## src/rtl/rbd_pkg.sv

```systemverilog
// Package with shared types and constants for the ramp bottom detector.
package rbd_pkg;

   localparam int HEIGHT_BITS = 24;
   localparam int SPEED_BITS  = 24;
   localparam int INDEX_BITS  = 20;
   localparam int DROP_BITS   = 24;
   localparam int GAP_BITS    = 20;
   localparam int RUN_BITS    = 21;
   localparam int CSR_ADDR_BITS = 2;
   localparam int CSR_DATA_BITS = 24;
   localparam int MIN_RUN_POINTS = 8;

   localparam logic [INDEX_BITS-1:0] INDEX_MAX = {INDEX_BITS{1'b1}};

   localparam logic [CSR_ADDR_BITS-1:0] CSR_MIN_DROP   = 2'd0;
   localparam logic [CSR_ADDR_BITS-1:0] CSR_MIN_GAP    = 2'd1;
   localparam logic [CSR_ADDR_BITS-1:0] CSR_RUN_POINTS = 2'd2;

   localparam logic [GAP_BITS-1:0] MIN_GAP_RESET = GAP_BITS'(1);

   typedef struct packed {
      logic [DROP_BITS-1:0] min_drop;
      logic [GAP_BITS-1:0]  min_gap;
      logic [RUN_BITS-1:0]  run_points;
   } rbd_cfg_type;

   typedef struct packed {
      logic [INDEX_BITS-1:0] point_index;
      logic                  is_valley;
      logic [INDEX_BITS-1:0] valley_count;
   } rbd_result_type;

endpackage

```

## src/rtl/ramp_bottom_detector.sv

```systemverilog
// Top level of the ramp bottom detector: input register, tracker, result register.
//
//  channel  direction  handshake             payload
//  req      in         req_valid/req_stall   height, vertical_speed, run_start
//  rsp      out        rsp_valid/rsp_stall   point_index, is_valley, valley_count
//  csr      in         csr_valid/csr_ready   csr_index, csr_data
//
// A point goes from the input register through the tracker to the result register.
// One point is accepted every cycle unless req stalls; the single tracking update
// per cycle sets the rate. Reset is synchronous; data registers are not reset.
// A stalled rsp beat holds; req is stalled only when both registers are full.
module ramp_bottom_detector (
   input  logic                                     clock,
   input  logic                                     reset,
   input  logic                                     req_valid,
   output logic                                     req_stall,
   input  logic signed [rbd_pkg::HEIGHT_BITS-1:0]   req_height,
   input  logic signed [rbd_pkg::SPEED_BITS-1:0]    req_vertical_speed,
   input  logic                                     req_run_start,
   output logic                                     rsp_valid,
   input  logic                                     rsp_stall,
   output logic [rbd_pkg::INDEX_BITS-1:0]           rsp_point_index,
   output logic                                     rsp_is_valley,
   output logic [rbd_pkg::INDEX_BITS-1:0]           rsp_valley_count,
   input  logic                                     csr_valid,
   output logic                                     csr_ready,
   input  logic [rbd_pkg::CSR_ADDR_BITS-1:0]        csr_index,
   input  logic [rbd_pkg::CSR_DATA_BITS-1:0]        csr_data
);
   import rbd_pkg::*;

   logic                          in_vld_ff, in_vld_in;
   logic signed [HEIGHT_BITS-1:0] in_height_ff;
   logic                          in_neg_ff;
   logic                          in_start_ff;
   logic                          out_vld_ff, out_vld_in;
   rbd_result_type                out_ff;
   rbd_result_type                result;
   rbd_cfg_type                   cfg;
   logic                          step_en;
   logic                          req_take;

   rbd_csr u_csr (
      .clock     (clock),
      .reset     (reset),
      .csr_valid (csr_valid),
      .csr_ready (csr_ready),
      .csr_index (csr_index),
      .csr_data  (csr_data),
      .cfg       (cfg)
   );

   rbd_track u_track (
      .clock     (clock),
      .reset     (reset),
      .step_en   (step_en),
      .height    (in_height_ff),
      .speed_neg (in_neg_ff),
      .run_start (in_start_ff),
      .cfg       (cfg),
      .result    (result)
   );

   assign step_en   = in_vld_ff && (!out_vld_ff || !rsp_stall);
   assign req_stall = in_vld_ff && !step_en;
   assign req_take  = req_valid && !req_stall;

   always_comb begin
      in_vld_in  = req_take || (in_vld_ff && !step_en);
      out_vld_in = step_en || (out_vld_ff && rsp_stall);
   end

   always_ff @(posedge clock) begin
      if (reset) begin
         in_vld_ff  <= 1'b0;
         out_vld_ff <= 1'b0;
      end else begin
         in_vld_ff  <= in_vld_in;
         out_vld_ff <= out_vld_in;
      end
   end

   always_ff @(posedge clock) begin
      if (req_take) begin
         in_height_ff <= req_height;
         in_neg_ff    <= req_vertical_speed[SPEED_BITS-1];
         in_start_ff  <= req_run_start;
      end
      if (step_en) begin
         out_ff <= result;
      end
   end

   assign rsp_valid        = out_vld_ff;
   assign rsp_point_index  = out_ff.point_index;
   assign rsp_is_valley    = out_ff.is_valley;
   assign rsp_valley_count = out_ff.valley_count;

   a_stall_full: assert property (@(posedge clock) disable iff (reset)
      req_stall |-> in_vld_ff && out_vld_ff && rsp_stall)
      else $error("input stalled while a register was free");

   a_step_fills: assert property (@(posedge clock) disable iff (reset)
      step_en |=> out_vld_ff)
      else $error("processed beat did not reach the result register");

   a_held_pending: assert property (@(posedge clock) disable iff (reset)
      in_vld_ff && !step_en |=> in_vld_ff)
      else $error("pending input beat was dropped");

endmodule

```

## src/rtl/rbd_csr.sv

```systemverilog
// Configuration registers of the ramp bottom detector.
module rbd_csr (
   input  logic                               clock,
   input  logic                               reset,
   input  logic                               csr_valid,
   output logic                               csr_ready,
   input  logic [rbd_pkg::CSR_ADDR_BITS-1:0]  csr_index,
   input  logic [rbd_pkg::CSR_DATA_BITS-1:0]  csr_data,
   output rbd_pkg::rbd_cfg_type               cfg
);
   import rbd_pkg::*;

   rbd_cfg_type cfg_ff;
   rbd_cfg_type cfg_in;

   assign csr_ready = 1'b1;
   assign cfg = cfg_ff;

   always_comb begin
      cfg_in = cfg_ff;
      if (csr_valid) begin
         unique case (csr_index)
            CSR_MIN_DROP:   cfg_in.min_drop   = csr_data[DROP_BITS-1:0];
            CSR_MIN_GAP:    cfg_in.min_gap    = csr_data[GAP_BITS-1:0];
            CSR_RUN_POINTS: cfg_in.run_points = csr_data[RUN_BITS-1:0];
            default:        cfg_in = cfg_ff;
         endcase
      end
   end

   always_ff @(posedge clock) begin
      if (reset) begin
         cfg_ff.min_drop   <= '0;
         cfg_ff.min_gap    <= MIN_GAP_RESET;
         cfg_ff.run_points <= '0;
      end else begin
         cfg_ff <= cfg_in;
      end
   end

endmodule

```

## src/rtl/rbd_track.sv

```systemverilog
// Run tracking state and valley decision for one point per cycle while step_en is high.
module rbd_track (
   input  logic                                clock,
   input  logic                                reset,
   input  logic                                step_en,
   input  logic signed [rbd_pkg::HEIGHT_BITS-1:0] height,
   input  logic                                speed_neg,
   input  logic                                run_start,
   input  rbd_pkg::rbd_cfg_type                cfg,
   output rbd_pkg::rbd_result_type             result
);
   import rbd_pkg::*;

   logic signed [HEIGHT_BITS-1:0] peak_ff, peak_in;
   logic signed [HEIGHT_BITS-1:0] low_ff, low_in;
   logic                          desc_ff, desc_in;
   logic [INDEX_BITS-1:0]         pc_ff, pc_in;
   logic [INDEX_BITS-1:0]         prev_ff, prev_in;
   logic                          seen_ff, seen_in;
   logic [INDEX_BITS-1:0]         count_ff, count_in;
   logic                          past_ff, past_in;

   logic signed [HEIGHT_BITS:0]   drop;
   logic [INDEX_BITS-1:0]         gap;
   logic                          deep;
   logic                          apart;
   logic                          in_run;
   logic                          valley;

   always_comb begin
      drop   = {peak_ff[HEIGHT_BITS-1], peak_ff} - {low_ff[HEIGHT_BITS-1], low_ff};
      pc_in  = (pc_ff == INDEX_MAX) ? pc_ff : pc_ff + INDEX_BITS'(1);
      past_in = past_ff || (pc_ff == INDEX_MAX);
      gap    = pc_in - prev_ff;
      deep   = !drop[HEIGHT_BITS] &&
               (drop[HEIGHT_BITS-1:0] >= HEIGHT_BITS'(cfg.min_drop));
      apart  = !seen_ff || (gap >= cfg.min_gap);
      in_run = (cfg.run_points >= RUN_BITS'(MIN_RUN_POINTS)) && !past_in &&
               ({1'b0, pc_in} < cfg.run_points);
      valley = 1'b0;
      peak_in  = peak_ff;
      low_in   = low_ff;
      desc_in  = desc_ff;
      prev_in  = prev_ff;
      seen_in  = seen_ff;
      count_in = count_ff;
      if (run_start) begin
         peak_in  = height;
         low_in   = height;
         desc_in  = 1'b0;
         pc_in    = '0;
         prev_in  = '0;
         seen_in  = 1'b0;
         count_in = '0;
         past_in  = 1'b0;
      end else if (speed_neg) begin
         desc_in = 1'b1;
         if (!desc_ff || height < low_ff) begin
            low_in = height;
         end
         if (height > peak_ff) begin
            peak_in = height;
         end
      end else if (desc_ff) begin
         if (deep && apart && in_run) begin
            valley  = 1'b1;
            seen_in = 1'b1;
            prev_in = pc_in;
            if (count_ff != INDEX_MAX) begin
               count_in = count_ff + INDEX_BITS'(1);
            end
         end
         desc_in = 1'b0;
         peak_in = height;
      end else if (height > peak_ff) begin
         peak_in = height;
      end
      result.point_index  = pc_in;
      result.is_valley    = valley;
      result.valley_count = count_in;
   end

   always_ff @(posedge clock) begin
      if (reset) begin
         peak_ff  <= '0;
         low_ff   <= '0;
         desc_ff  <= 1'b0;
         pc_ff    <= '0;
         prev_ff  <= '0;
         seen_ff  <= 1'b0;
         count_ff <= '0;
         past_ff  <= 1'b0;
      end else if (step_en) begin
         peak_ff  <= peak_in;
         low_ff   <= low_in;
         desc_ff  <= desc_in;
         pc_ff    <= pc_in;
         prev_ff  <= prev_in;
         seen_ff  <= seen_in;
         count_ff <= count_in;
         past_ff  <= past_in;
      end
   end

   a_start_clears: assert property (@(posedge clock) disable iff (reset)
      step_en && run_start |=> pc_ff == '0 && count_ff == '0 && !seen_ff && !desc_ff)
      else $error("run start did not clear the tracking state");

   a_valley_marks: assert property (@(posedge clock) disable iff (reset)
      step_en && result.is_valley |=> seen_ff && prev_ff == pc_ff && count_ff != '0)
      else $error("valley beat did not record its index");

   a_valley_inside: assert property (@(posedge clock) disable iff (reset)
      result.is_valley |-> !run_start && desc_ff &&
                           cfg.run_points >= RUN_BITS'(MIN_RUN_POINTS))
      else $error("valley flagged outside a descent or a long enough run");

endmodule

```

## config.mk

```make
export PLATFORM = sky130hd
export DESIGN_NAME = ramp_bottom_detector
export DESIGN_NICKNAME = d
export VERILOG_FILES = /design/src/rtl/rbd_pkg.sv /design/src/rtl/ramp_bottom_detector.sv /design/src/rtl/rbd_csr.sv /design/src/rtl/rbd_track.sv
export SDC_FILE = /design/constraint.sdc
export NUM_CORES = 1
export LEC_CHECK = 0
export BUFFER_PORTS_ARGS = -buffer_cell sky130_fd_sc_hd__buf_2
export CAP_MARGIN = 40
export CORE_ASPECT_RATIO = 0.8
export CORE_MARGIN = 4
export CORE_UTILIZATION = 45
export DETAILED_ROUTE_END_ITERATION = 10
export PLACE_DENSITY = 0.65
export SKIP_LAST_GASP = 1
export SLEW_MARGIN = 20
export SYNTH_ARGS = -nofsm -noshare
export SYNTH_HDL_FRONTEND = slang
export SYNTH_SLANG_ARGS = --single-unit
```

## constraint.sdc

```tcl
create_clock -name clock -period 6.2 [get_ports clock]
set_input_delay 0.31 -clock clock [delete_from_list [all_inputs] [get_ports clock]]
set_output_delay 0.31 -clock clock [all_outputs]
set_load 0.1 [all_outputs]
```

==> results.toml <==
[grt]
busiest_layer = "met2"
gr-usage-met3_pct = 2.435
grt.total_usage_pct = 19.93
grt_pass1_wl_um = 58020
grt_max_degree = 74
grt_pass1_vias = 11341
met2_usage_pct = 32.69
antenna_found_initial = 1
grt-ovfl-total = 0
gr-usage-met1_pct = 27.99

[critical_path]
worstSetupPathType = "reg2reg"
cp-end-kind = "flop"
worstPathMaxFanout = 6
arrival_ns = 6.54
cp.required_ns = 6.66
critPathLaunchType = "flop"
slowest_delay_ns = 0.49
cp_slowest_cell = "or4_1"

[sta]
tns_ns = 0
hold_viol_final = 0
report.final.slew_viol_count = 0
min_period_ns = 6.072
fmax_mhz = 164.7
clock_skew_ns = 0.01377
tightest_slew_ns = 0.8122
setup_viol = 0
slew_headroom_pct = 45.85
fin_crit_sh_pct = 97.94

[floorplan]
core-area_um2 = 31350
die_w_um = 207.0
die_h_um = 167.2
boundaryPins = 124
rows = 58
initial_core_util_pct = 45.49
die-area_um2 = 34620

[power]
power_density_nw_per_um2 = 244.4
power_w = 0.004141
p_leak_nw = 7.105
ir_worst_vdd_mv = 0.2361

[cells_and_area]
final_nets = 2037
layout.area.seq_um2 = 5580
layout-drive-gt1-share_pct = 13.96
fin_util_pct = 54.05
multi_input_area_um2 = 7966
area_growth_pct = 18.81
fillCellCount = 2881
design_area_um2 = 16940

[clock_network]
clk_path_buf_depth = 3
clk_pin_slew_worst_paths_ns = 0.06
tritoncts = "yes"
clk_latency_ns = 0.54
cts_buffers = 27
cts_root_buf = "clkbuf_16"
h-tree-depth = 1
numClockSinks = 245

[routing]
postRouteAntennaNets = 0
drc = 0
drtPass1Iterations = 6
drt_iter0_markers = 800
wirelength_um = 36140
avgViaCountPerCell = 5.320
wire_per_inst_um = 16.13
vias = 11921

[synthesis]
synthMuxAreaShare_pct = 3.799
synth-edff-count = 67
synth_ff_type = "dfxtp_1"
synth.distinct_cells = 65
synthXorXnorAreaFrac_pct = 4.106
ys_async_sr_fraction_pct = 0
syn_inst = 1643
ys_warn_count = 0
seq_area_frac_synth_pct = 39.09
syn_area_per_cell_um2 = 8.680
synth_top_family_by_area = "simple AND/OR/NAND/NOR gates"
synth_nets = 1880
syn-cell-area_um2 = 14260
synth-seq-cells = 245
synth-compound-area-share_pct = 15.92
yosys.area_share.adder_pct = 13.88
synth-simple-area-share_pct = 16.82

[placement]
place_area_um2 = 15480
port_buffers = 99
gp_congestion = 0.8319
dp_hpwl_um = 25980

[run]
cap_viol_max_count = 0

[status]
outcome = "finished, final reports clean"

[min_path]
hold_path_class = "in2reg"
==> path summary, 6_finish.rpt <==
kind                             startpoint                                to  slack [ns]  depth (start not counted)
max          u_track.pc_ff[13]$_SDFFE_PP0P_  u_track.count_ff[7]$_SDFFE_PP0P_        0.13                         28
min                            csr_data[20]        u_csr.cfg[20]$_SDFFE_PP0P_        0.03                          3
max reg2reg  u_track.pc_ff[13]$_SDFFE_PP0P_  u_track.count_ff[7]$_SDFFE_PP0P_        0.13                         28
min reg2reg      u_csr.cfg[22]$_SDFFE_PP0P_        u_csr.cfg[22]$_SDFFE_PP0P_        0.45                          2
==> registers in the layout, summed over array words and instances (netlist names) <==
name	flops
u_track.low_ff	24
in_vld_ff	1
in_neg_ff	1
in_start_ff	1
rsp_valid	1
u_track.past_ff	1
rsp_valley_count	20
rsp_is_valley	1
u_track.prev_ff	20
u_track.seen_ff	1
rsp_point_index	20
u_track.desc_ff	1
u_track.count_ff	20
in_height_ff	24
u_csr.cfg	65
u_track.peak_ff	24
u_track.pc_ff	20
==> metal layers <==
metal | share of wire [%] | vias to the layer above
li1 | - | 6044
met1 | 47 | 5565
met2 | 46 | 253
met3 | 4.3 | 59
met4 | 2.9 | 0
met5 | 0 | -
==> cells in the final DEF, fill, tap and decap left out, types with 9 or more instances in the layout <==
cell	n
ha_1	153
a22o_1	19
nand2_1	194
buf_2	98
o21a_1	13
clkbuf_1	12
inv_1	165
nor3_1	24
dlygate4sd3_1	28
o211ai_1	9
nand4_1	31
nor2_1	132
o21ai_1	19
nor2b_1	11
dfxtp_1	174
buf_4	53
or3_1	16
and3_1	13
mux2i_1	52
a31oi_1	12
o21ai_0	28
a21oi_1	169
and2_1	9
xnor2_1	35
nand3_1	27
edfxtp_1	67
clkbuf_16	30
xor2_1	29
a21o_1	45
a211oi_1	12
==> logic make-up after synthesis <==
logic type                 Yosys count
AOI/OAI and AO/OA                  369
xor gates and xnor gates            66
adders and majority gates          157
buffers and inverters              236
DFF                                245
muxes                               54
other                                1
and+or+nand+nor                    515
==> cells in the mapped netlist, types with 17 or more instances <==
master	number	share of area, %
nand2_1	194	5.1
dfxtp_1	178	25
a21oi_1	173	6.1
inv_1	170	4.5
ha_1	155	14
nor2_1	132	3.5
edfxtp_1	67	14
clkbuf_1	53	1.4
mux2i_1	53	3.7
a21o_1	45	2.4
xnor2_1	35	2.1
nand4_1	31	1.4
o21ai_0	30	1.1
xor2_1	30	1.8
nand3_1	28	0.98
nor3_1	25	0.88
a22o_1	19	1.2
o21ai_1	17	0.60
or3_1	17	0.75
==> stage by stage <==
| step | hold WS (ns) | instances | setup WS (ns) |
|---|---|---|---|
| global route | 0.02688 | 2241 | -0.06033 |
| global placement | 0.4422 | 2147 | 0.04524 |
| CTS | 0.004105 | 2227 | 0.02963 |
| finish | 0.03396 | 2241 | 0.1280 |
| detailed placement | 0.4475 | 2150 | -0.1362 |
| floorplan | 0.4089 | 1643 | 0.2898 |
==> critical path, delay by kind of cell (launching register included) <==
kind / cells / cell delay, ns
AO/OA/AOI/OAI: 12 / 2.49
AND/OR/NAND/NOR: 7 / 1.56
XOR/XNOR: 1 / 0.09
multiplexers: 1 / 0.26
flip-flops: 1 / 0.35
adder cells (fa/ha/maj): 2 / 0.56
buffers and inverters: 5 / 0.66
==> cell type report <==
type	instances	share of cell area, %
flip-flops and latches	245	32.93
repair buffers	193	8.322
multi-input cells	1162	47.02
well taps	420	3.101
clock inverters	8	0.4061
inverters	171	3.788
diodes	1	0.01477
clock buffers	41	4.416
==> report_power, final <==
part	total, W	leakage [nW]	switching, W	internal, W
Clock	0.00153	0.400	0.000655	0.000872
Combinational	0.000874	4.64	0.000524	0.000350
Sequential	0.00174	2.07	0.0000386	0.00170
Total	0.00414	7.11	0.00122	0.00292
==> what timing repair did <==
action                     4_1_cts  5_1_grt
cloned                           0        3
setup buffers                    0        6
setup endpoints to repair       53       61
resized for setup                3       41
pin swaps                        0       15
hold endpoints to repair        28        0
hold buffers                    28        0
Power figures use the tool's default switching activity.
